--- src/sv/tpq_pkg.sv ---
// shared constants and types of the timeout priority queue
`default_nettype none

package tpq_pkg;

   // default sizing, handed to the top level parameters
   localparam int QUEUE_DEPTH_DEF = 64;
   localparam int HANDLE_BITS_DEF = 8;
   localparam int HANDLE_MAX_BITS = 16;

   // fixed field widths of the channels
   localparam int OPCODE_BITS  = 2;
   localparam int TIME_BITS    = 32;
   localparam int TIMEOUT_BITS = 20;
   localparam int IN_HANDLE_BITS = 8;
   localparam int KIND_BITS    = 2;

   // results of one sweep, done marker included
   localparam int MAX_RESULTS = 64;
   localparam int CLOSE_BITS  = $clog2(MAX_RESULTS);

   localparam logic [TIME_BITS-1:0] TIME_MAX = '1;

   // request opcodes
   localparam logic [OPCODE_BITS-1:0] OP_ADD    = 2'd0;
   localparam logic [OPCODE_BITS-1:0] OP_CANCEL = 2'd1;
   localparam logic [OPCODE_BITS-1:0] OP_SWEEP  = 2'd2;

   // response kinds
   typedef enum logic [KIND_BITS-1:0] {
      KIND_ADD_OK   = 2'd0,
      KIND_ADD_FULL = 2'd1,
      KIND_CLOSE    = 2'd2,
      KIND_DONE     = 2'd3
   } kind_type;

   // command broadcast to every cell of the chain
   typedef enum logic [1:0] {
      CELL_HOLD,
      CELL_INSERT,
      CELL_CANCEL,
      CELL_POP
   } cell_op_type;

   typedef struct packed {
      cell_op_type            op;
      logic [TIME_BITS-1:0]   expiry;
   } cell_cmd_type;

endpackage

`default_nettype wire

--- src/sv/tpq_req_if.sv ---
// request channel of the timeout priority queue
`default_nettype none

interface tpq_req_if;
   import tpq_pkg::*;

   logic                       valid;
   logic                       ready;
   logic [OPCODE_BITS-1:0]     opcode;
   logic [TIME_BITS-1:0]       now_ms;
   logic [TIMEOUT_BITS-1:0]    timeout_ms;
   logic [IN_HANDLE_BITS-1:0]  handle;

   modport source (output valid, opcode, now_ms, timeout_ms, handle, input ready);
   modport sink   (input valid, opcode, now_ms, timeout_ms, handle, output ready);
endinterface

`default_nettype wire

--- src/sv/tpq_rsp_if.sv ---
// response channel of the timeout priority queue
`default_nettype none

interface tpq_rsp_if;
   import tpq_pkg::*;

   logic                       valid;
   logic                       ready;
   logic [KIND_BITS-1:0]       kind;
   logic [IN_HANDLE_BITS-1:0]  closed_handle;
   logic                       last;

   modport source (output valid, kind, closed_handle, last, input ready);
   modport sink   (input valid, kind, closed_handle, last, output ready);
endinterface

`default_nettype wire

--- src/sv/tpq_ctrl.sv ---
// sequencer of the timeout priority queue: request capture, chain commands, response register
`default_nettype none

module tpq_ctrl #(
   parameter int QUEUE_DEPTH = tpq_pkg::QUEUE_DEPTH_DEF,
   parameter int HANDLE_BITS = tpq_pkg::HANDLE_BITS_DEF
) (
   input  wire logic                                  clock,
   input  wire logic                                  reset,
   tpq_req_if.sink                                    req,
   tpq_rsp_if.source                                  rsp,
   input  wire logic [tpq_pkg::TIME_BITS-1:0]         front_expiry,
   input  wire logic [HANDLE_BITS-1:0]                front_handle,
   input  wire logic                                  front_deleted,
   output tpq_pkg::cell_cmd_type                      cmd,
   output logic [HANDLE_BITS-1:0]                     key_handle,
   output logic [$clog2(QUEUE_DEPTH+1)-1:0]           count
);
   import tpq_pkg::*;

   localparam int CNT_BITS = $clog2(QUEUE_DEPTH+1);
   localparam logic [CNT_BITS-1:0]   FULL_COUNT  = CNT_BITS'(QUEUE_DEPTH);
   localparam logic [CLOSE_BITS-1:0] CLOSE_LIMIT = CLOSE_BITS'(MAX_RESULTS - 1);

   typedef enum logic {
      S_IDLE,
      S_EXEC
   } state_type;

   state_type                  state_ff, state_in;
   logic [OPCODE_BITS-1:0]     op_ff;
   logic [TIME_BITS-1:0]       now_ff;
   logic [TIME_BITS-1:0]       exp_ff;
   logic [HANDLE_BITS-1:0]     hkey_ff;
   logic [CNT_BITS-1:0]        count_ff, count_in;
   logic [CLOSE_BITS-1:0]      closes_ff, closes_in;
   logic                       rsp_valid_ff;
   kind_type                   rsp_kind_ff;
   logic [IN_HANDLE_BITS-1:0]  rsp_handle_ff;
   logic                       rsp_last_ff;

   logic                       out_free;
   logic                       emit;
   kind_type                   emit_kind;
   logic [IN_HANDLE_BITS-1:0]  emit_handle;
   logic                       emit_last;
   logic                       front_occ;
   logic                       accept;
   logic [TIME_BITS:0]         sum;
   logic [TIME_BITS-1:0]       exp_calc;
   logic [HANDLE_MAX_BITS-1:0] req_handle_wide;
   logic [HANDLE_MAX_BITS-1:0] key_wide;
   logic [HANDLE_MAX_BITS-1:0] front_wide;

   assign req.ready = (state_ff == S_IDLE);
   assign accept    = req.valid && req.ready;
   assign out_free  = !rsp_valid_ff || rsp.ready;
   assign front_occ = count_ff != '0;

   // expiry of an add, saturated at the top of the time range
   assign sum      = {1'b0, req.now_ms} + (TIME_BITS+1)'(req.timeout_ms);
   assign exp_calc = sum[TIME_BITS] ? TIME_MAX : sum[TIME_BITS-1:0];

   // handle width adaption between channel and storage
   assign req_handle_wide = HANDLE_MAX_BITS'(req.handle);
   assign key_wide        = HANDLE_MAX_BITS'(hkey_ff);
   assign front_wide      = HANDLE_MAX_BITS'(front_handle);

   // per-cycle decision while an item is at work, and start of a new one
   always_comb begin
      state_in    = state_ff;
      count_in    = count_ff;
      closes_in   = closes_ff;
      cmd.op      = CELL_HOLD;
      cmd.expiry  = exp_ff;
      emit        = 1'b0;
      emit_kind   = KIND_DONE;
      emit_handle = key_wide[IN_HANDLE_BITS-1:0];
      emit_last   = 1'b1;
      if (state_ff == S_EXEC) begin
         unique case (op_ff)
            OP_ADD: begin
               if (out_free) begin
                  emit     = 1'b1;
                  state_in = S_IDLE;
                  if (count_ff == FULL_COUNT) begin
                     emit_kind = KIND_ADD_FULL;
                  end else begin
                     emit_kind = KIND_ADD_OK;
                     cmd.op    = CELL_INSERT;
                     count_in  = count_ff + 1'b1;
                  end
               end
            end
            OP_CANCEL: begin
               if (out_free) begin
                  emit     = 1'b1;
                  cmd.op   = CELL_CANCEL;
                  state_in = S_IDLE;
               end
            end
            OP_SWEEP: begin
               priority if (front_occ && front_deleted) begin
                  // deleted entries leave silently
                  cmd.op   = CELL_POP;
                  count_in = count_ff - 1'b1;
               end else if (front_occ && (now_ff >= front_expiry)
                            && (closes_ff != CLOSE_LIMIT)) begin
                  if (out_free) begin
                     emit        = 1'b1;
                     emit_kind   = KIND_CLOSE;
                     emit_handle = front_wide[IN_HANDLE_BITS-1:0];
                     emit_last   = 1'b0;
                     cmd.op      = CELL_POP;
                     count_in    = count_ff - 1'b1;
                     closes_in   = closes_ff + 1'b1;
                  end
               end else begin
                  // front not expired, queue empty or close budget used up
                  if (out_free) begin
                     emit        = 1'b1;
                     emit_handle = '0;
                     state_in    = S_IDLE;
                  end
               end
            end
            default: begin
               state_in = S_IDLE;
            end
         endcase
      end else if (accept) begin
         // a new request starts with a fresh close budget
         state_in  = S_EXEC;
         closes_in = '0;
      end
   end

   // state, captured request and response register
   always_ff @(posedge clock) begin
      if (reset) begin
         state_ff     <= S_IDLE;
         count_ff     <= '0;
         closes_ff    <= '0;
         rsp_valid_ff <= 1'b0;
      end else begin
         state_ff  <= state_in;
         count_ff  <= count_in;
         closes_ff <= closes_in;
         if (accept) begin
            op_ff     <= req.opcode;
            now_ff    <= req.now_ms;
            exp_ff    <= exp_calc;
            hkey_ff   <= req_handle_wide[HANDLE_BITS-1:0];
         end
         if (emit) begin
            rsp_valid_ff  <= 1'b1;
            rsp_kind_ff   <= emit_kind;
            rsp_handle_ff <= emit_handle;
            rsp_last_ff   <= emit_last;
         end else if (rsp.ready) begin
            rsp_valid_ff <= 1'b0;
         end
      end
   end

   assign rsp.valid         = rsp_valid_ff;
   assign rsp.kind          = rsp_kind_ff;
   assign rsp.closed_handle = rsp_handle_ff;
   assign rsp.last          = rsp_last_ff;
   assign key_handle        = hkey_ff;
   assign count             = count_ff;

endmodule

`default_nettype wire

--- src/flat_wrapper.sv ---
// flat-port wrapper written by rule: the top's interface ports become plain ports
module tpq_ctrl_flat import tpq_pkg::*;
#(
   parameter int QUEUE_DEPTH = tpq_pkg::QUEUE_DEPTH_DEF,
   parameter int HANDLE_BITS = tpq_pkg::HANDLE_BITS_DEF
)
  (clock, reset, front_expiry, front_handle, front_deleted, cmd, key_handle, count, req_valid, req_opcode, req_now_ms, req_timeout_ms, req_handle, req_ready, rsp_valid, rsp_kind, rsp_closed_handle, rsp_last, rsp_ready);
  tpq_req_if req_i ();
  tpq_rsp_if rsp_i ();
  input  wire logic clock;
  input  wire logic reset;
  input  wire logic [tpq_pkg::TIME_BITS-1:0] front_expiry;
  input  wire logic [HANDLE_BITS-1:0] front_handle;
  input  wire logic front_deleted;
  output tpq_pkg::cell_cmd_type cmd;
  output logic [HANDLE_BITS-1:0] key_handle;
  output logic [$clog2(QUEUE_DEPTH+1)-1:0] count;
  input wire logic [$bits(req_i.valid)-1:0] req_valid;
  input wire logic [$bits(req_i.opcode)-1:0] req_opcode;
  input wire logic [$bits(req_i.now_ms)-1:0] req_now_ms;
  input wire logic [$bits(req_i.timeout_ms)-1:0] req_timeout_ms;
  input wire logic [$bits(req_i.handle)-1:0] req_handle;
  output wire logic [$bits(req_i.ready)-1:0] req_ready;
  output wire logic [$bits(rsp_i.valid)-1:0] rsp_valid;
  output wire logic [$bits(rsp_i.kind)-1:0] rsp_kind;
  output wire logic [$bits(rsp_i.closed_handle)-1:0] rsp_closed_handle;
  output wire logic [$bits(rsp_i.last)-1:0] rsp_last;
  input wire logic [$bits(rsp_i.ready)-1:0] rsp_ready;
  assign req_i.valid = req_valid;
  assign req_i.opcode = req_opcode;
  assign req_i.now_ms = req_now_ms;
  assign req_i.timeout_ms = req_timeout_ms;
  assign req_i.handle = req_handle;
  assign req_ready = req_i.ready;
  assign rsp_valid = rsp_i.valid;
  assign rsp_kind = rsp_i.kind;
  assign rsp_closed_handle = rsp_i.closed_handle;
  assign rsp_last = rsp_i.last;
  assign rsp_i.ready = rsp_ready;
  tpq_ctrl #(.QUEUE_DEPTH(QUEUE_DEPTH), .HANDLE_BITS(HANDLE_BITS)) u_core (.clock(clock), .reset(reset), .req(req_i), .rsp(rsp_i), .front_expiry(front_expiry), .front_handle(front_handle), .front_deleted(front_deleted), .cmd(cmd), .key_handle(key_handle), .count(count));
endmodule
--- config.mk ---
export PLATFORM = sky130hd
export DESIGN_NAME = tpq_ctrl_flat
export DESIGN_NICKNAME = d
export VERILOG_FILES = /design/src/sv/tpq_pkg.sv /design/src/sv/tpq_req_if.sv /design/src/sv/tpq_rsp_if.sv /design/src/sv/tpq_ctrl.sv /design/src/flat_wrapper.sv
export SDC_FILE = /design/constraint.sdc
export NUM_CORES = 1
export LEC_CHECK = 0
export ABC_AREA = 1
export BUFFER_PORTS_ARGS = -buffer_cell sky130_fd_sc_hd__clkbuf_2
export CAP_MARGIN = 5
export CORE_ASPECT_RATIO = 1.4
export CORE_MARGIN = 8
export CORE_UTILIZATION = 48
export CTS_CLUSTER_SIZE = 28
export DETAILED_ROUTE_END_ITERATION = 16
export GPL_ROUTABILITY_DRIVEN = 0
export PLACE_DENSITY = 0.86
export RECOVER_POWER = 50
export SKIP_CTS_REPAIR_TIMING = 1
export SYNTH_ARGS = -nofsm -noshare
export SYNTH_HDL_FRONTEND = slang
export SYNTH_SLANG_ARGS = --single-unit
--- constraint.sdc ---
create_clock -name clock -period 4.42 [get_ports clock]
set_clock_uncertainty 0.2 [all_clocks]
set_input_delay 0.442 -clock clock [delete_from_list [all_inputs] [get_ports clock]]
set_output_delay 0.442 -clock clock [all_outputs]
set_load 0.02 [all_outputs]
==> reports/qor.yml <==
logic_synthesis:
  synth_edf_count: 85
  synthTopCellsByArea: "edfxtp_1 42%, ha_1 12%, nand2_1 8.0%"
  synth-seq-area-share: 0.475
  syn_inst: 653
  syn-num-nets: 820
  synth-async-reset-ratio: 0
  synth_top_area_cell: "edfxtp_1"
  yosysUniqueCellTypes: 42
  synth-main-ff-cell: "edfxtp_1"
  synth_commonest_cells: "128 x nand2_1, 89 x inv_1, 85 x edfxtp_1"
  synth_most_common_cell: "nand2_1"
  synth_seq_cells: 100
  avgSynthCellArea_um2: 9.21
  synth_top_cell_area_share: 0.425
  yosysWarningCount: 0
  syn_area_um2: 6010
final_layout:
  final_cell_count_no_fill: 983
  antennaDiodeCount: 0
  drive_gt1_frac: 0.151
  final_area_um2: 7200
  postLayoutCoreUtil: 0.585
  area_growth_pct: 19.8
  layout.nets: 995
floorplan:
  core-area_um2: 12300
  num_rows: 48
  die_area_um2: 16400
  fp.dieW_um: 111
  start_util: 0.488
  chipHeight_um: 148
  pin_count: 169
placed_design:
  placed_area_um2: 7030
  io_buffers: 168
  place_hpwl_um: 12500
  preCtsSetupSlack_ps: 1120
  dp_cells: 967
sta:
  slew_headroom: -0.225
  max_freq_mhz: 317
  drv_slew: 75
  rsz0062_at_grt: "false"
  period_needed_ps: 3150
  setup_violations: 0
  period_share: 0.713
  hold_viol_final: 0
  holdWs_ps: 71.2
  tightest_slew_ps: 1840
  tns_ps: 0
  setup_slack_ps: 1270
power_and_ir_drop:
  power_frac_comb: 0.195
  power_density_nw_per_um2: 322
  p_int_mw: 1.64
  total_power_mw: 2.32
  ir_drop_mv: 0.183
  pwr-share-seq: 0.476
  power_switching_mw: 0.673
  p_leak_nw: 3.26
  p_clk_frac: 0.329
  swShare: 0.291
route:
  num_vias: 5110
  wl_um: 15300
  wl_per_cell_um: 15.6
  first_pass_iters: 4
  ant_nets: 0
  drt_iter0_drc: 205
  viasPerCell: 5.20
  drcViolationCount: 0
global_route:
  grt_pass1_vias: 5321
  overflow: 0
  antenna_found_initial: 0
  grt_max_degree: 75
  grt_pass1_wl_um: 24200
  track_usage: 0.182
clocking:
  path_clk_slew_ps: 70
  numCtsBuffers: 9
  tritoncts: "yes"
  clk_path_buf_depth: 2
  cts_sinks: 100
  clock_latency_ps: 350
  root_buffer: "clkbuf_16"
  htreeDepth: 3
critical_path:
  arrival_ps: 2510
  critPathMaxFanout: 8
  path_common_cell: "nand2_1"
  critPathTopFamily: "simple AND/OR/NAND/NOR gates"
  required_ps: 3780
  path_class: "flop to primary output"
  worst_path_max_delay_cell: "edfxtp_1"
  cp_num_buf_inv: 2
  start_kind: "flop"
  path_cells: "ha_1 -> nand2_1 -> nor2_1 -> nand2_1 -> nor2_1 -> nor2_1 -> nand2_1 -> nand2_1 -> nand2_1 -> nand3_1 -> nand3_2 -> nand2_1 -> inv_2 -> clkbuf_2"
  cp-end-kind: "primary output"
  critPathMaxStageDelay_ps: 400
outcome:
  status: "complete, but fails checks"
  violations: "capacitance limit, slew limit"
flow_run:
  max-cap-violations: 1
hold_path:
  hp-class: "input pin to flop"
-- power groups by stage --
stage	logic (mW)	registers (mW)	clock network [mW]
floorplan	0.269	1.16	0
global placement	0.446	1.12	0
detailed placement	0.462	1.12	0
CTS	0.464	1.10	0.776
global route	0.507	1.11	0.808
finish	0.451	1.10	0.763
-- flip-flops by register name, indices dropped and copies added (netlist names) --
name and count:
u_core.exp_ff 32, u_core.now_ff 32, u_core.key_handle 8, u_core.rsp.closed_handle 8
u_core.count 7, u_core.closes_ff 6, u_core.op_ff 2, u_core.rsp.kind 2
u_core.rsp.last 1, u_core.rsp.valid 1, u_core.state_ff 1
-- metal layers --
| metal | global-route usage | part of all wire | vias to the layer above |
|---|---|---|---|
| met2 | 0.340 | 0.54 | 166 |
| met4 | 0.123 | 0.050 | 0 |
| met5 | 0 | 0 | - |
| met3 | 0.0302 | 0.044 | 48 |
| met1 | 0.182 | 0.37 | 2326 |
| li1 | - | - | 2570 |
-- worst register-to-register path, cell delays in order (launching register included) --
cell and delay (ps):
dfxtp_1 310, inv_1 140, nand2_1 240, nor2_4 130
clkbuf_2 1290
-- cells by family after synthesis --
group,synth area share
flip-flops,0.475
buffers and inverters,0.0631
AND/OR/NAND/NOR,0.211
XOR/XNOR,0.0277
AO/OA/AOI/OAI,0.0968
adder cells (fa/ha/maj),0.127
-- cells in the final DEF (no fill, tap or decap), types with 3 or more instances in the layout --
cell / netlist / routed
clkbuf_16: 0 / 9
nand2_1: 128 / 129
or2_0: 3 / 3
clkbuf_2: 0 / 78
or2_1: 4 / 4
nor2_1: 52 / 51
a31oi_1: 3 / 3
a21oi_1: 49 / 49
xor2_1: 14 / 14
clkbuf_1: 1 / 92
a22o_1: 8 / 8
ha_1: 58 / 58
nand2_2: 8 / 7
nand3_2: 4 / 4
xnor2_1: 5 / 5
a21o_1: 6 / 6
or2_2: 8 / 8
nor3_1: 6 / 6
inv_2: 5 / 5
nand4_1: 8 / 8
nand3_1: 45 / 45
edfxtp_1: 85 / 85
o21a_1: 3 / 3
dfxtp_1: 15 / 15
o21ai_0: 19 / 19
inv_1: 89 / 89
-- layout make-up --
class	count	area, µm²
Fill cell	1089	5110
Sequential cell	100	2850
Multi-Input combinational cell	454	2790
Timing Repair Buffer	169	732
Inverter	94	353
Clock buffer	10	229
Tap cell	150	188
Clock inverter	6	61.3
-- path summary, 6_finish.rpt --
| kind | start | end | slack, ps | depth (start not counted) |
|---|---|---|---|---|
| max | u_core.now_ff[7]$_DFFE_PP_ | cmd[32] | 1270 | 14 |
| min | req_handle[1] | u_core.key_handle[1]$_DFFE_PP_ | 70 | 1 |
| max reg2reg | u_core.state_ff$_SDFF_PP0_ | u_core.now_ff[0]$_DFFE_PP_ | 1600 | 4 |
| min reg2reg | u_core.closes_ff[0]$_SDFFE_PP0P_ | u_core.closes_ff[0]$_SDFFE_PP0P_ | 300 | 1 |
Note: power is estimated with default switching activity, not from simulation.
