File: src/sv/tpq_pkg.sv
// shared constants and types of the timeout priority queue
`default_nettype none

package tpq_pkg;

   // default sizing, handed to the top level parameters
   localparam int QUEUE_DEPTH_DEF = 64;
   localparam int HANDLE_BITS_DEF = 8;
   localparam int HANDLE_MAX_BITS = 16;

   // fixed field widths of the channels
   localparam int OPCODE_BITS  = 2;
   localparam int TIME_BITS    = 32;
   localparam int TIMEOUT_BITS = 20;
   localparam int IN_HANDLE_BITS = 8;
   localparam int KIND_BITS    = 2;

   // results of one sweep, done marker included
   localparam int MAX_RESULTS = 64;
   localparam int CLOSE_BITS  = $clog2(MAX_RESULTS);

   localparam logic [TIME_BITS-1:0] TIME_MAX = '1;

   // request opcodes
   localparam logic [OPCODE_BITS-1:0] OP_ADD    = 2'd0;
   localparam logic [OPCODE_BITS-1:0] OP_CANCEL = 2'd1;
   localparam logic [OPCODE_BITS-1:0] OP_SWEEP  = 2'd2;

   // response kinds
   typedef enum logic [KIND_BITS-1:0] {
      KIND_ADD_OK   = 2'd0,
      KIND_ADD_FULL = 2'd1,
      KIND_CLOSE    = 2'd2,
      KIND_DONE     = 2'd3
   } kind_type;

   // command broadcast to every cell of the chain
   typedef enum logic [1:0] {
      CELL_HOLD,
      CELL_INSERT,
      CELL_CANCEL,
      CELL_POP
   } cell_op_type;

   typedef struct packed {
      cell_op_type            op;
      logic [TIME_BITS-1:0]   expiry;
   } cell_cmd_type;

endpackage

`default_nettype wire

File: src/sv/tpq_cell.sv
// one slot of the sorted timer chain
`default_nettype none

module tpq_cell #(
   parameter int QUEUE_DEPTH = tpq_pkg::QUEUE_DEPTH_DEF,
   parameter int HANDLE_BITS = tpq_pkg::HANDLE_BITS_DEF,
   parameter int CELL_INDEX  = 0
) (
   input  wire logic                                  clock,
   input  wire logic                                  reset,
   input  wire tpq_pkg::cell_cmd_type                 cmd,
   input  wire logic [HANDLE_BITS-1:0]                key_handle,
   input  wire logic [$clog2(QUEUE_DEPTH+1)-1:0]      count,
   input  wire logic                                  prev_gt,
   input  wire logic [tpq_pkg::TIME_BITS-1:0]         prev_expiry,
   input  wire logic [HANDLE_BITS-1:0]                prev_handle,
   input  wire logic                                  prev_deleted,
   input  wire logic [tpq_pkg::TIME_BITS-1:0]         next_expiry,
   input  wire logic [HANDLE_BITS-1:0]                next_handle,
   input  wire logic                                  next_deleted,
   output logic                                       gt,
   output logic [tpq_pkg::TIME_BITS-1:0]              expiry,
   output logic [HANDLE_BITS-1:0]                     handle,
   output logic                                       deleted
);
   import tpq_pkg::*;

   localparam int CNT_BITS = $clog2(QUEUE_DEPTH+1);
   localparam logic [CNT_BITS-1:0] MY_INDEX = CNT_BITS'(CELL_INDEX);

   logic [TIME_BITS-1:0]   expiry_ff, expiry_in;
   logic [HANDLE_BITS-1:0] handle_ff, handle_in;
   logic                   deleted_ff, deleted_in;
   logic                   occupied;
   logic                   at_tail;

   // occupancy follows from the fill count
   assign occupied = count > MY_INDEX;
   assign at_tail  = count == MY_INDEX;
   assign gt       = occupied && (expiry_ff > cmd.expiry);

   // next contents of the slot
   always_comb begin
      expiry_in  = expiry_ff;
      handle_in  = handle_ff;
      deleted_in = deleted_ff;
      unique case (cmd.op)
         CELL_HOLD: begin
         end
         CELL_INSERT: begin
            priority if (prev_gt) begin
               expiry_in  = prev_expiry;
               handle_in  = prev_handle;
               deleted_in = prev_deleted;
            end else if (gt || at_tail) begin
               expiry_in  = cmd.expiry;
               handle_in  = key_handle;
               deleted_in = 1'b0;
            end
         end
         CELL_CANCEL: begin
            if (occupied && (handle_ff == key_handle)) begin
               deleted_in = 1'b1;
            end
         end
         CELL_POP: begin
            expiry_in  = next_expiry;
            handle_in  = next_handle;
            deleted_in = next_deleted;
         end
         default: begin
         end
      endcase
   end

   // slot payload
   always_ff @(posedge clock) begin
      expiry_ff <= expiry_in;
      handle_ff <= handle_in;
   end

   // deleted flag
   always_ff @(posedge clock) begin
      if (reset) begin
         deleted_ff <= 1'b0;
      end else begin
         deleted_ff <= deleted_in;
      end
   end

   assign expiry  = expiry_ff;
   assign handle  = handle_ff;
   assign deleted = deleted_ff;

endmodule

`default_nettype wire

File: config.mk
export PLATFORM = sky130hd
export DESIGN_NAME = tpq_cell
export DESIGN_NICKNAME = d
export VERILOG_FILES = /design/src/sv/tpq_pkg.sv /design/src/sv/tpq_cell.sv
export SDC_FILE = /design/constraint.sdc
export NUM_CORES = 1
export LEC_CHECK = 0
export ABC_AREA = 1
export BUFFER_PORTS_ARGS = -buffer_cell sky130_fd_sc_hd__buf_4
export CORE_AREA = 2 2 85 87
export DETAILED_ROUTE_END_ITERATION = 16
export DIE_AREA = 0 0 87 89
export PLACE_DENSITY = 0.82
export SLEW_MARGIN = 20
export SYNTH_ARGS = -nofsm -noshare
export SYNTH_HDL_FRONTEND = slang
export SYNTH_SLANG_ARGS = --single-unit
File: constraint.sdc
create_clock -name clock -period 6.5 [get_ports clock]
set_input_delay 1.3 -clock clock [delete_from_list [all_inputs] [get_ports clock]]
set_output_delay 1.3 -clock clock [all_outputs]
set_load 0.02 [all_outputs]
==> results of run 1 <==
power breakdown:
| group | switching [µW] | internal, µW | leakage [µW] |
|---|---|---|---|
| Combinational | 137 | 127 | 0.00189 |
| Sequential | 13.0 | 321 | 0.000395 |
| Clock | 84.5 | 76.5 | 0.0000395 |
cells by family after synthesis:
logic type      count (synthesis)  share of synthesized area
simple gates                  199                      0.268
buf+inv                        64                     0.0777
compound gates                 62                      0.119
flops                          41                      0.395
fa+ha+maj                      32                      0.130
xor+xnor                        4                     0.0113
placed cells by master (no fill, tap or decap), drive strengths merged:
cell type and n:
a21o 1, xor2 4, nor3 2, dfxtp 1, nand3 5, o21ai 5, buf 178, nor4 2
clkbuf 8, o21a 1, edfxtp 40, nor2 59, nand4 4, or2 1, a21oi 14, nand2 126
a31oi 41, inv 47, ha 32
metrics by stage:
stage	area [µm²]	power (µW)
after global placement	4480	597
final	4560	759
after detailed placement	4480	605
after floorplan	3090	476
after CTS	4560	767
after global routing	4560	804
worst max-delay path by stage:
stage,startpoint,to,slack (ns),cells past startpoint
2_1_floorplan,cmd[15],expiry[0],1.88,10
3_3_place_gp,cmd[13],gt,2.52,12
4_1_cts,cmd[13],gt,2.48,12
6_report,cmd[13],gt,2.48,12
5_1_grt,cmd[13],gt,2.34,12
3_5_place_dp,cmd[13],gt,2.49,12
tightest hold or removal path, stage by stage (launching register included):
cell	delay (ns)
dfxtp_1	0.33
a21oi_1	0.04
nor2_1	0.08
cell type report:
class,count,area share
Multi-Input combinational cell,297,0.361
Inverter,47,0.0387
Timing Repair Buffer,178,0.293
Tap cell,80,0.0219
Clock buffer,8,0.0176
Sequential cell,41,0.268
state kept, by name (all words and copies together), names as in the netlist:
register	flops
expiry	32
handle	8
deleted	1
routing by layer:
| metal | GRT usage | part of all wire | routed length [µm] | vias to the layer above |
|---|---|---|---|---|
| met5 | 0 | 0 | 0 | - |
| met4 | 0.0710 | 0.019 | 167 | 0 |
| met3 | 0.0397 | 0.056 | 493 | 14 |
| met2 | 0.437 | 0.54 | 4740 | 104 |
| met1 | 0.238 | 0.38 | 3380 | 1475 |
| li1 | - | - | - | 1674 |
==> results_dict.tcl, run 1 <==
set metrics [dict create \
    layout-drive-gt1-share 0.349 \
    critPathTopFamily "compound AO/OA/AOI/OAI gates" \
    worstPathRequired_ns 5.20 \
    reg2regPathDepth 10 \
    critPathMaxStageDelay_ns 0.31 \
    cts-root-buf "clkbuf_8" \
    status "finished, final reports clean" \
    syn_nets 568 \
    die_y_um 89 \
    start_util 0.460 \
    clkSinkCount 41 \
    first_global_vias 3241 \
    dp_hpwl_mm 6.90 \
    setup_tns_ns 0 \
    crit_fanout 3 \
    io_pins 176 \
    critPathCaptureType "output port" \
    finalCritPeriodShare 0.619 \
    yosysMostFrequentCell "nand2_1" \
    finalClockSkew_ns 0.00695 \
    netlist_area_mm2 0.00309 \
    clock_path_buffers 2 \
    die_width_um 87 \
    reg2reg_from "expiry[15]" \
    cts_resized 0 \
    synth_edf_count 40 \
    dp_cells 643 \
    routed_wl_mm 8.78 \
    path_common_cell "nand2_1" \
    post_drt_wl_per_cell_um 13.5 \
    gp_congestion 0.788 \
    leakage_uw 0.00233 \
    first_pass_iters 4 \
    fill_cells 568 \
    drc_errors 0 \
    cts_tree "yes" \
    clk_latency_ns 0.28 \
    grt_pass1_wl_mm 13.7 \
    min_from "deleted" \
    synth_largest_area_cell "edfxtp_1" \
    rrSetupSlack_ns 4.07 \
    clk_pin_slew_ns 0.08 \
    final_nets 736 \
    r2r_end "expiry[7]" \
    place_ws_ns 2.49 \
    cp_slowest_cell "ha_1" \
    vias 3267 \
    holdCritPathClass "reg -> reg" \
    power_density_mw_per_mm2 166 \
    fmax_mhz 248 \
    regArea_mm2 0.00122 \
    synthFlopType "edfxtp_1" \
    tightest_slew_ns 0.856 \
    fin_util 0.679 \
    crit_buf_inv 3 \
    ys_seq_elements 41 \
    synth_cell_type_count 27 \
    slew_viol_final 0 \
    final.setup.worst_slack_ns 2.48 \
    dieArea_mm2 0.00774 \
    min_period_ns 4.02 \
    std_cell_rows 30 \
    cts_setup_buffers 0 \
    numPortBuffers 175 \
    hold_end "deleted" \
    timing.hold.ws_ns 0.488 \
    vias_per_cell 5.02 \
    path_class "in -> out" \
    final_cell_count_no_fill 651 \
    synth_top_area_frac 0.389 \
    antenna_cells 0 \
    cts_buffers 5 \
    yosysSeqAreaShare 0.395 \
    async_reset_ff_frac 0 \
    synth_common_cells "nand2_1 (122), nor2_1 (56), inv_1 (46)" \
    cp.arrival_ns 2.72 \
    core_area_mm2 0.00672 \
    cap_violations 0 \
    drtIter0Drc 98 \
    avgSynthCellArea_um2 7.69 \
    ant_nets 0 \
    area_delta_synth_final_pct 47.6 \
    worstHoldPathCells 2 \
    setup_viol 0 \
    start_kind "primary input" \
    synth_warnings 0 \
    htree_levels 2 \
    grt_use_total 0.222 \
    synth_area_leaders "edfxtp_1 (39%), nand2_1 (15%), ha_1 (13%)" \
    final_hold_viol_count 0 \
    ir_worst_vdd_uv 78.9 \
    relSlewSlack 0.429 \
    hold_buffers 0 \
    grt-ovfl-total 0 \
    multi_input_comb_area_mm2 0.00165 \
    syn_inst 402 \
    rsz0062_at_grt "no" \
    grt_max_degree 50 \
    antenna_found_initial 0 \
    crit_chain "buf_4 > inv_1 > ha_1 > a21oi_1 > o21ai_0 > a21oi_1 > nand2_1 > nand2_1 > nand2_1 > nand2_2 > nor2_1 > buf_4" \
]
(Power assumes the default switching activity.)
==> run 2, diff against run 1 <==
--- a/config.mk
+++ b/config.mk
@@ -7,10 +7,10 @@
 export LEC_CHECK = 0
 export ABC_AREA = 1
 export BUFFER_PORTS_ARGS = -buffer_cell sky130_fd_sc_hd__buf_4
-export CORE_AREA = 2 2 85 87
+export CORE_AREA = 2 2 90 92
 export DETAILED_ROUTE_END_ITERATION = 16
-export DIE_AREA = 0 0 87 89
-export PLACE_DENSITY = 0.82
+export DIE_AREA = 0 0 92 94
+export PLACE_DENSITY = 0.77
 export SLEW_MARGIN = 20
 export SYNTH_ARGS = -nofsm -noshare
 export SYNTH_HDL_FRONTEND = slang
==> constraint.sdc (replaced) <==
create_clock -name clock -period 3.5 [get_ports clock]
set_input_delay 0.7 -clock clock [delete_from_list [all_inputs] [get_ports clock]]
set_output_delay 0.7 -clock clock [all_outputs]
set_load 0.02 [all_outputs]
==> run 2 against run 1 <==
Critical endpoint unchanged. Combinational power increased by 88%. Flip-flop and latch count unchanged. Core utilization fell by 7.1 points.
==> results_dict.tcl, run 2 (synthesized netlist as in run 1, its figures left out) <==
set metrics [dict create \
    status "finished, final reports clean" \
    vias 3338 \
    cts_tree "yes" \
    largest_register_ff_count 32 \
    setup_tns_ns 0 \
    setup_viol 0 \
    clk_pin_slew_ns 0.09 \
    grtUsageMet3 0.0401 \
    final_hold_viol_count 0 \
    antenna_cells 0 \
    final_cell_count_no_fill 675 \
    vias_per_cell 4.95 \
    fmax_mhz 353 \
    drc_errors 0 \
    crit_fanout 3 \
    numPortBuffers 175 \
    hold_buffers 0 \
    worstPathRequired_ns 2.80 \
    first_pass_iters 5 \
    min_from "deleted" \
    startpoint "cmd[17]" \
    path_class "in -> out" \
    holdCritPathClass "reg -> reg" \
    place_ws_ns 0.650 \
    post_drt_wl_per_cell_um 13.5 \
    clkSinkCount 41 \
    area_delta_synth_final_pct 49.5 \
    cts_buffers 5 \
    cap_violations 0 \
    power_density_mw_per_mm2 309 \
    grt-busiest-layer "met2" \
    leakage_uw 0.00235 \
    grt-ovfl-total 0 \
    ir_worst_vdd_uv 190 \
    grt_pass1_wl_mm 14.3 \
    die_width_um 92 \
    timing.hold.ws_ns 0.530 \
    rsz0062_at_grt "no" \
    grt_use_total 0.205 \
    mostFrequentLayoutCell "buf_4" \
    std_cell_rows 32 \
    antenna_found_initial 0 \
    slew_viol_final 0 \
    drtIter0Drc 88 \
    grt_max_degree 45 \
    tightest_slew_ns 0.802 \
    gp_congestion 0.799 \
    fill_cells 716 \
    io_pins 176 \
    critPathCaptureType "output port" \
    relSlewSlack 0.463 \
    layout-drive-gt1-share 0.356 \
    first_global_vias 3157 \
    reg2reg_from "expiry[11]" \
    finalCritPeriodShare 0.811 \
    layout_common_cells "buf_4 (179), nand2_1 (121), nor2_1 (56)" \
    routed_wl_mm 9.14 \
    start_kind "primary input" \
    die_y_um 94 \
    cp.arrival_ns 2.14 \
    finalClockSkew_ns 0.0112 \
    met1_usage 0.237 \
    core_area_mm2 0.00761 \
    final_nets 738 \
    dieArea_mm2 0.00865 \
    start_util 0.406 \
    min_period_ns 2.84 \
    met2_usage 0.385 \
    clk_latency_ns 0.29 \
    dp_cells 667 \
    clock_path_buffers 2 \
    cts_resized 0 \
    htree_levels 2 \
    dp_hpwl_mm 7.25 \
    cts-root-buf "clkbuf_8" \
    fin_util 0.608 \
    final.setup.worst_slack_ns 0.663 \
    cts_setup_buffers 0 \
    ant_nets 0 \
]
[run 2: cell count changes in the layout (fill, tap and decap cells not counted), sizes merged]
cell,before,now
buf,178,180
clkbuf,8,5
clkinv,0,2
clkinvlp,0,1
[run 2: report_power, final]
group          switching [µW]  leakage (µW)  internal, µW
combinational             256       0.00191           240
clock                     175     0.0000439           138
sequential               24.8      0.000395           596
total                     456       0.00235           974
[run 2: path summary, 6_finish.rpt]
| kind | endpoint | slack, ns | cells past startpoint |
|---|---|---|---|
| worst min register to register | deleted | 0.53 | 2 |
| worst min-delay path | deleted | 0.53 | 2 |
| worst max register to register | expiry[17] | 1.27 | 10 |
| worst max-delay path | gt | 0.66 | 14 |
[run 2: per-layer routing]
layer	vias up	part of all wire
li1	1684	-
met1	1537	0.41
met2	111	0.52
met3	6	0.062
met4	0	0.0090
met5	-	0
[run 2: final cells by class]
cell class | count | area, µm² | share of cell area
well taps | 102 | 128 | 0.0276
repair buffers | 180 | 1360 | 0.295
clock buffers | 5 | 68.8 | 0.0149
clock inverters | 3 | 17.5 | 0.00379
flip-flops and latches | 41 | 1220 | 0.264
inverters | 47 | 176 | 0.0382
multi-input cells | 297 | 1650 | 0.356
[run 2: through the flow]
step	power [µW]	instance area [µm²]
after global routing	1510	4620
after floorplan	883	3100
after detailed placement	1130	4540
after global placement	1120	4540
after CTS	1440	4620
final	1430	4620
[run 2: critical path, cell delays in order]
cell	delay (ns)
buf_4	0.09
inv_1	0.04
ha_1	0.31
nand2_1	0.08
nand2_1	0.06
nand2_1	0.06
nand2_1	0.05
nand2_1	0.05
nand3_1	0.09
a21oi_1	0.18
nand2_1	0.09
nand2_2	0.10
nor2_1	0.05
buf_4	0.17
==> run 3, diff against run 2 <==
==> constraint.sdc (replaced) <==
create_clock -name clock -period 2.38 [get_ports clock]
set_input_delay 0.476 -clock clock [delete_from_list [all_inputs] [get_ports clock]]
set_output_delay 0.476 -clock clock [all_outputs]
set_load 0.02 [all_outputs]
==> run 3 against run 2 <==
Register-to-register slack lost 1.2 ns. Global-route usage rose by 0.17 points. Combinational power up 61%. Core utilization is 3.4 points higher. Non-clock buffer count is 8 higher. Routed wire length is 0.62% lower. Count of clock-buffer cells in the layout unchanged. Sequential share of layout area is 1.4 points lower. Clock power grew 44%.
==> results_dict.tcl, run 3 (synthesized netlist as in run 1, its figures left out) <==
set metrics [dict create \
    status "finished, final reports clean" \
    leakage_uw 0.00241 \
    fin_area_mm2 0.00488 \
    power_uw 2170 \
    cts-root-buf "clkbuf_8" \
    post_drt_wl_per_cell_um 13.3 \
    layout_common_cells "buf_4 (184), nand2_1 (118), nor2_1 (55)" \
    setup_viol 0 \
    hold_buffers 0 \
    reg2regPathDepth 11 \
    path_common_cell "nand2_1" \
    clk_pin_slew_ns 0.08 \
    first_pass_iters 4 \
    clock_path_buffers 2 \
    crit_fanout 2 \
    grt_max_degree 82 \
    fill_cells 642 \
    layout-drive-gt1-share 0.392 \
    path_class "reg -> out" \
    multi_input_comb_area_mm2 0.00182 \
    routed_wl_mm 9.08 \
    numPortBuffers 175 \
    core_area_mm2 0.00761 \
    htree_levels 2 \
    dieArea_mm2 0.00865 \
    start_kind "register" \
    final_nets 746 \
    clkSinkCount 41 \
    timing.hold.ws_ns 0.415 \
    regArea_mm2 0.00122 \
    cp_slowest_cell "edfxtp_1" \
    power_density_mw_per_mm2 444 \
    antenna_found_initial 0 \
    area_delta_synth_final_pct 57.9 \
    critPathMaxStageDelay_ns 0.44 \
    cp.arrival_ns 1.90 \
    die_y_um 94 \
    std_cell_rows 32 \
    cts_buffers 5 \
    finalCritPeriodShare 0.997 \
    dp_cells 670 \
    grt-ovfl-total 0 \
    setup_tns_ns 0 \
    worstPathRequired_ns 1.90 \
    grt_pass1_wl_mm 14.3 \
    drc_errors 0 \
    tightest_slew_ns 0.339 \
    dp_hpwl_mm 7.05 \
    finalClockSkew_ns 0.00783 \
    antenna_cells 0 \
    die_width_um 92 \
    place_area_mm2 0.00465 \
    gp_congestion 0.771 \
    rsz0062_at_grt "yes" \
    first_global_vias 3246 \
    cts_tree "yes" \
    min_period_ns 2.37 \
    ant_nets 0 \
    vias_per_cell 4.93 \
    critPathCaptureType "output port" \
    clk_latency_ns 0.30 \
    holdCritPathClass "in -> reg" \
    vias 3367 \
    ir_worst_vdd_uv 267 \
    grt_use_total 0.206 \
    mostFrequentLayoutCell "buf_4" \
    crit_chain "ha_1 > nand2_1 > nor3_2 > nand2_1 > nand2_1 > nand2_1 > nand2_1 > nand2_2 > nor2_4 > buf_6" \
    drtIter0Drc 72 \
    largest_register_ff_count 32 \
    cap_violations 0 \
    fmax_mhz 421 \
    start_util 0.406 \
    relSlewSlack 0.774 \
    final_hold_viol_count 0 \
    slew_viol_final 0 \
    rrSetupSlack_ns 0.11 \
    final_cell_count_no_fill 683 \
    worstHoldPathCells 4 \
    io_pins 176 \
]
-- run 3: cell count changes in the layout (fill, tap and decap cells not counted), sizes merged --
cell / change
buf: +8
clkinvlp: -1
clkinv: +1
-- run 3: final cells by class --
cell class	count	share of cell area
clock inverter	3	0.00256
tap	102	0.0261
sequential	41	0.250
clock buffer	5	0.0141
multi-input combinational	297	0.373
timing repair buffer	188	0.298
inverter	47	0.0361
-- run 3: worst paths after layout --
kind | end | from
setup / recovery | gt | expiry[13]
hold / removal | deleted | reset
setup reg to reg | handle[5] | expiry[13]
hold reg to reg | deleted | deleted
-- run 3: through the flow --
stage	setup slack, ns	utilization
detailed placement	0.0240	0.612
floorplan	-0.118	-
global route	-0.128	0.642
finish	0.00620	0.642
global placement	0.0108	0.612
CTS	-0.00663	0.631
-- run 3: power by group --
group | switching (µW) | leakage (µW) | internal [µW] | total [µW]
clock | 252 | 0.0000430 | 198 | 450
sequential | 41.7 | 0.000395 | 876 | 918
combinational | 398 | 0.00197 | 400 | 798
total | 692 | 0.00241 | 1470 | 2170
-- run 3: timing repair --
item	in CTS	in global routing
pin swaps	7	6
hold endpoints to repair	0	0
gates resized for setup	8	8
setup endpoints to repair	1	26
buffers inserted	2	3
-- run 3: critical path: cells and delay by family (launching register included) --
kind | cells | cell delay, ns
adders and majority gates | 1 | 0.32
buffers and inverters | 1 | 0.12
DFF | 1 | 0.44
and+or+nand+nor | 8 | 0.73
-- run 3: routing by layer --
layer,track usage,vias to the layer above,part of all wire
met4,0.0510,0,0.0097
met2,0.387,116,0.52
li1,-,1696,-
met3,0.0562,7,0.070
met1,0.232,1548,0.40
met5,0,-,0
